File: src/rtl/core/rbd_pkg.sv
// ----------------------------------------------------------------------------
// rbd_pkg
// Shared types and constants of the rANS bypass decoder: opcodes, command
// kinds, status codes and the command record passed from front to back.
// ----------------------------------------------------------------------------
package rbd_pkg;

  localparam logic [2:0] OP_CDF   = 3'd0;
  localparam logic [2:0] OP_LEN   = 3'd1;
  localparam logic [2:0] OP_PUSH  = 3'd2;
  localparam logic [2:0] OP_START = 3'd3;
  localparam logic [2:0] OP_DEC   = 3'd4;

  localparam logic [1:0] ST_OK    = 2'd0;
  localparam logic [1:0] ST_UNDER = 2'd1;
  localparam logic [1:0] ST_LONG  = 2'd2;

  localparam int unsigned PREC_BITS = 16;
  localparam int unsigned NIB_BITS  = 4;
  localparam logic [3:0]  NIB_MAX   = 4'hF;
  localparam logic [63:0] LOW_BOUND = 64'h0000_0000_8000_0000;

  typedef enum logic [2:0] {
    K_CDF,
    K_LEN,
    K_PUSH,
    K_START,
    K_DEC,
    K_ZERO
  } cmd_kind_t;

  typedef struct packed {
    cmd_kind_t   kind;
    logic [5:0]  tab;
    logic [5:0]  pos;
    logic [16:0] cval;
    logic [6:0]  tlen;
    logic [15:0] toff;
    logic [31:0] word;
  } cmd_t;

endpackage

File: src/rtl/core/rbd_front.sv
// ----------------------------------------------------------------------------
// rbd_front
// Accepts input transactions, classifies them into commands and holds them
// in a two-entry queue for the back end. Items that do nothing are dropped.
// ----------------------------------------------------------------------------
module rbd_front #(
  parameter int NUM_TABLES  = 64,
  parameter int MAX_CDF_LEN = 64
) (
  input  logic               clk,
  input  logic               rst_n,
  input  logic               in_valid,
  output logic               in_stall,
  input  logic [2:0]         in_opcode,
  input  logic [5:0]         in_table_index,
  input  logic               in_skip_position,
  input  logic [5:0]         in_entry_position,
  input  logic [16:0]        in_cdf_value,
  input  logic [6:0]         in_table_length,
  input  logic signed [15:0] in_symbol_offset,
  input  logic [31:0]        in_stream_word,
  output logic               cmd_valid,
  output rbd_pkg::cmd_t      cmd,
  input  logic               cmd_pop
);
  import rbd_pkg::*;

  cmd_t       ent_r [2];
  logic       wr_ptr_r;
  logic       rd_ptr_r;
  logic [1:0] cnt_r;
  logic       keep;
  logic       tab_ok;
  cmd_t       cls;
  logic       push;

  assign tab_ok = 32'(in_table_index) < NUM_TABLES;

  always_comb begin
    cls.tab  = in_table_index;
    cls.pos  = in_entry_position;
    cls.cval = in_cdf_value;
    cls.tlen = in_table_length;
    cls.toff = in_symbol_offset;
    cls.word = in_stream_word;
    cls.kind = K_ZERO;
    keep     = 1'b0;
    unique case (in_opcode)
      OP_CDF: begin
        cls.kind = K_CDF;
        keep     = tab_ok && (32'(in_entry_position) < MAX_CDF_LEN);
      end
      OP_LEN: begin
        cls.kind = K_LEN;
        keep     = tab_ok;
      end
      OP_PUSH: begin
        cls.kind = K_PUSH;
        keep     = 1'b1;
      end
      OP_START: begin
        cls.kind = K_START;
        keep     = 1'b1;
      end
      OP_DEC: begin
        cls.kind = (in_skip_position || !tab_ok) ? K_ZERO : K_DEC;
        keep     = 1'b1;
      end
      default: begin
        keep = 1'b0;
      end
    endcase
  end

  assign in_stall  = (cnt_r == 2'd2);
  assign push      = in_valid && !in_stall && keep;
  assign cmd_valid = (cnt_r != 2'd0);
  assign cmd       = ent_r[rd_ptr_r];

  always_ff @(posedge clk) begin
    if (push) begin
      ent_r[wr_ptr_r] <= cls;
    end
  end

  always_ff @(posedge clk) begin
    if (!rst_n) begin
      wr_ptr_r <= 1'b0;
      rd_ptr_r <= 1'b0;
      cnt_r    <= 2'd0;
    end else begin
      if (push) begin
        wr_ptr_r <= !wr_ptr_r;
      end
      if (cmd_pop) begin
        rd_ptr_r <= !rd_ptr_r;
      end
      cnt_r <= cnt_r + 2'(push) - 2'(cmd_pop);
    end
  end

endmodule

File: config.mk
export PLATFORM = sky130hd
export DESIGN_NAME = rbd_front
export DESIGN_NICKNAME = d
export VERILOG_FILES = /design/src/rtl/core/rbd_pkg.sv /design/src/rtl/core/rbd_front.sv
export SDC_FILE = /design/constraint.sdc
export NUM_CORES = 1
export LEC_CHECK = 0
export BUFFER_PORTS_ARGS = -buffer_cell sky130_fd_sc_hd__buf_2
export CAP_MARGIN = 40
export CORE_UTILIZATION = 25
export DETAILED_ROUTE_END_ITERATION = 10
export GPL_TIMING_DRIVEN = 0
export SLEW_MARGIN = 20
export SYNTH_ARGS = -nofsm -noshare
export SYNTH_HDL_FRONTEND = slang
export SYNTH_SLANG_ARGS = --single-unit
File: constraint.sdc
create_clock -name clk -period 7.3 [get_ports clk]
set_input_delay 1.46 -clock clk [delete_from_list [all_inputs] [get_ports clk]]
set_output_delay 1.46 -clock clk [all_outputs]
set_load 0.01 [all_outputs]
# --- Word level (Yosys, flattened, before mapping) ---
# Memory sizes are Yosys's and may differ from the RTL's. A register that Yosys moved wholly into a read port is not among the register bits.
# Cells that the tools add are included.
totals:
  reg_bits: 4
  latchBits: 0
  ramBits: 174
  rom_bits: 0
  inputBits: 92
  output_inout_bits: 89
  elab_cells: 26
  memories: 1
op_classes:
  n_addsub: 2
  mul: 0
  div_mod_pow: 0
  n_lt_le_gt_ge: 0
  n_eq_ne: 5
  shifts: 0
  mux: 7
  bitwise: 0
  n_reduce_logical: 8
memory_table:
  columns: ["memory", "words", "word_bits", "rd", "rd_clocked_by_memory_dff", "wr", "line_no", "rtl"]
  rows:
  - ["ent_r", 2, 87, 1, 1, 1, "rbd_front.sv:28", "cmd_t ent_r [2];"]
op_table:
  columns: ["op", "count"]
  rows:
  - ["$pmux 3 s5", 1]
  - ["$eq 3x2->1 const B", 2]
  - ["$mux 1", 6]
  - ["$reduce_or 5->1", 1]
  - ["$eq 3x1->1 const B", 1]
  - ["$eq 3x3->1 const B", 1]
  - ["$logic_not 1->1", 3]
  - ["$logic_not 3->1", 1]
  - ["$add 2x1->2", 1]
  - ["$eq 2x2->1 const B", 1]
  - ["$logic_and 1x1->1", 2]
  - ["$reduce_bool 2->1", 1]
  - ["$sub 2x1->2", 1]

# --- Depth between registers and ports, before layout ---
depth:
  depth_word: 6
  ltp_mapped: 8
  mapped_depth_nobuf: 8

# --- Worst setup path after synthesis ---
# OpenSTA, ideal clock, no wires.
synth_path:
  path_kind: "input-to-reg"
  start: "input in_opcode[1]"
  end: "memory ent_r[0][0] (netlist name), enable pin"
  t_arrival_ps: 5417
  setup_slack_ps: 1349
  stages: 3
  n_path_buf: 0
  cell_sequence: "o21ai_0 nand3b_1 nor2_1"
synth_via:
  elab_chain_len: 6
synth_rtl:
  columns: ["element", "line_no", "rtl"]
  rows:
  - ["start: declaration", "rbd_front.sv:14", "input logic [2:0] in_opcode,"]
  - ["$eq 3x3->1, or another cell as far along", "rbd_front.sv:48", "unique case (in_opcode)"]
  - ["$reduce_or 5->1 (no source line) *", null, null]
  - ["$mux 1 *", "rbd_front.sv:48", null]
  - ["$logic_and 1x1->1 *", "rbd_front.sv:76", "assign push = in_valid && !in_stall && keep;"]
  - ["$mux 1 *", "rbd_front.sv:81", "if (push) begin"]
  - ["$mux 1 (implied by the code) *", "rbd_front.sv:82", "ent_r[wr_ptr_r] <= cls;"]
  - ["end: declaration", "rbd_front.sv:28", null]
# Mark *: on every way between the ends. The rest lies on a longest branch, timed or not.

==> out/results.tsv <==
stage	metric	value	unit
floorplan	core	0.0261	mm2
logic_synthesis	ys_types	21	
drt	first_iter_violations	163	
timing	hold_viol_final	0	
clock_tree	post_cts_resized	0	
floorplan	num_rows	59	
global_route	grt_usage	9.55	%
logic_synthesis	netlist.area_leader.share	78.5	%
flow_run	cap_viol_max_count	0	
timing	worst_slack	4130	ps
worst_hold_path	worstHoldPathType	reg -> reg	
worst_hold_path	holdPathStages	2	
drt	postRouteAntennaNets	0	
global_route	grt_max_degree	29	
placed_design	dp_hpwl	9.30	mm
worst_setup_path	start_kind	flip-flop	
timing	layout_min_cycle_time	3170	ps
clock_tree	cts_tree	built	
layout	fillers	2511	
clock_tree	clockRootBuffer	clkbuf_16	
drt	dr.pass1.iters	4	
placed_design	port_buffers	180	
drt	vias_per_cell	3.95	
layout	diodes	0	
logic_synthesis	avgSynthCellArea	22.0	um2
timing	fmax	0.316	GHz
clock_tree	clock_latency	410	ps
floorplan	die_w	165	um
layout	seq_area	0.00533	mm2
logic_synthesis	ys_seq_area_share	80.0	%
timing	relSlewSlack	58.7	%
logic_synthesis	netlist_area	0.00665	mm2
timing	final_max_slew_viol_count	0	
worst_setup_path	slowest_stage	mux2_2	
clock_tree	cts_buffers	17	
timing	hold_slack	519	ps
logic_synthesis	yosys_warnings	0	
clock_tree	cts_buffer_depth	2	
worst_setup_path	slowest_delay	390	ps
floorplan	io_pins	181	
worst_setup_path	path_cells	buf_6, buf_2, mux2_2, buf_2	
worst_setup_path	cp_data_arrival_time	1710	ps
drt	wire_per_inst	15.1	um
layout	final_cell_mix	buf_2, edfxtp_1, mux2_2	
power_and_ir_drop	ir_drop	112	uV
floorplan	fp.dieArea	0.0273	mm2
clock_tree	post-cts-setup-buffer-count	0	
worst_setup_path	r2r_cells	5	
timing	skew	5.03	ps
logic_synthesis	syn_inst	302	
worst_setup_path	worstPathRequired	5840	ps
drt	dr_total_vias	3376	
placed_design	place_ws	3890	ps
timing	setup_viol	0	
layout	fin_cells	855	
worst_setup_path	path_class	reg -> out	
timing	setup_tns	0	ps
power_and_ir_drop	powerDensity	273	mW/mm2
placed_design	place_inst	823	
layout	multi_input_area	0.00125	mm2
logic_synthesis	yosys-top-cells-area	edfxtp_1, mux2_2, mux2_4	
layout	final_layout_size_suffix_gt1_share	60.8	%
timing	worstMarginPinSlew	618	ps
clock_tree	clk_pin_slew_worst_paths	60	ps
worst_setup_path	path_common_cell	buf_2	
clock_tree	cts_max_level	4	
logic_synthesis	synth_area_leader_cell	edfxtp_1	
global_route	grt_pass1_vias	3654	
layout	nets	601	
logic_synthesis	synth-seq-cells	179	
timing	rsz0062_at_grt	false	
drt	drc	0	
layout	mostFrequentLayoutCell	buf_2	
global_route	grt-ovfl-total	0	
layout	area_growth	30.5	%
placed_design	gp_congestion	0.721	
clock_tree	cts_hold_buf	0	
worst_setup_path	cp-end-kind	primary output	
clock_tree	cts.sinks	179	
worst_setup_path	cp_max_fo	10	
floorplan	initial_core_util	25.5	%
global_route	grt_pass1_wl	19.2	mm
drt	wl	13.0	mm
global_route	antenna_found_initial	1	
timing	fin_crit_sh	43.4	%
logic_synthesis	syn-num-nets	396	
status	status	completed	
power_and_ir_drop	p_leak	3.25	nW
floorplan	fp.dieH	165	um
cell usage after synthesis:
master / instances
clkbuf_1: 1
ha_1: 2
nand3b_1: 1
nand2b_1: 1
inv_1: 3
dfxtp_1: 5
mux2i_1: 1
nor2_1: 5
buf_6: 5
xor2_1: 1
o21ai_0: 2
edfxtp_1: 174
nand2_1: 2
mux2_2: 57
or2_2: 1
nor3_1: 1
buf_2: 5
and2_1: 2
xnor2_1: 1
nor2b_1: 2
mux2_4: 30
flip-flops by register name, indices dropped and copies added, names as in the netlist, named ones only:
register and flops:
rd_ptr_r 1, ent_r 174, wr_ptr_r 1, cnt_r 2
worst max-delay path, delay by kind of cell (launching register included):
kind     cells  cell delay [ps]
buf+inv      3              580
mux          1              390
flops        1              320
final timing paths:
check	from	to	slack, ps
max reg2reg	cnt_r[1]	ent_r[1][35]	5160
max	flip-flop	cmd[50]	4130
min reg2reg	rd_ptr_r	rd_ptr_r	520
min	rd_ptr_r	rd_ptr_r	520
through the flow:
step	area (um2)	utilization, %	total power, mW
2_1_floorplan	6650	-	1.42
3_3_place_gp	7970	30.6	1.54
3_5_place_dp	8140	31.2	1.55
4_1_cts	8680	33.3	2.41
5_1_grt	8680	33.3	2.48
6_report	8680	33.3	2.37
area by class of cell:
cell class,instances,share of cell area (%)
Timing Repair Buffer,186,12.1
Multi-Input combinational cell,109,14.4
Inverter,3,0.130
Sequential cell,179,61.4
Tap cell,335,4.83
Clock inverter,14,1.30
Buffer,11,0.980
Clock buffer,18,4.94
kinds of logic (layout without fill, tap and decap cells):
logic type	count (synthesis)	after routing	share of synthesized area, %
compound gates	2	2	0.150
xor+xnor	2	2	0.263
fa+ha+maj	2	2	0.376
buf+inv	14	232	1.45
flops	179	179	80.0
mux	88	88	16.6
simple gates	15	15	1.15
power by group:
part,internal [mW],total [mW],switching (mW)
clock,0.468,0.851,0.383
combinational,0.150,0.303,0.153
sequential,1.20,1.22,0.0158
metal layers:
metal	global-route usage [%]	up-vias	wire length, um
li1	-	1593	-
met1	10.3	1649	5140
met2	16.7	124	6480
met3	4.12	10	1210
met4	3.13	0	120
met5	0	-	0
Note: power is estimated with default switching activity, not from simulation.
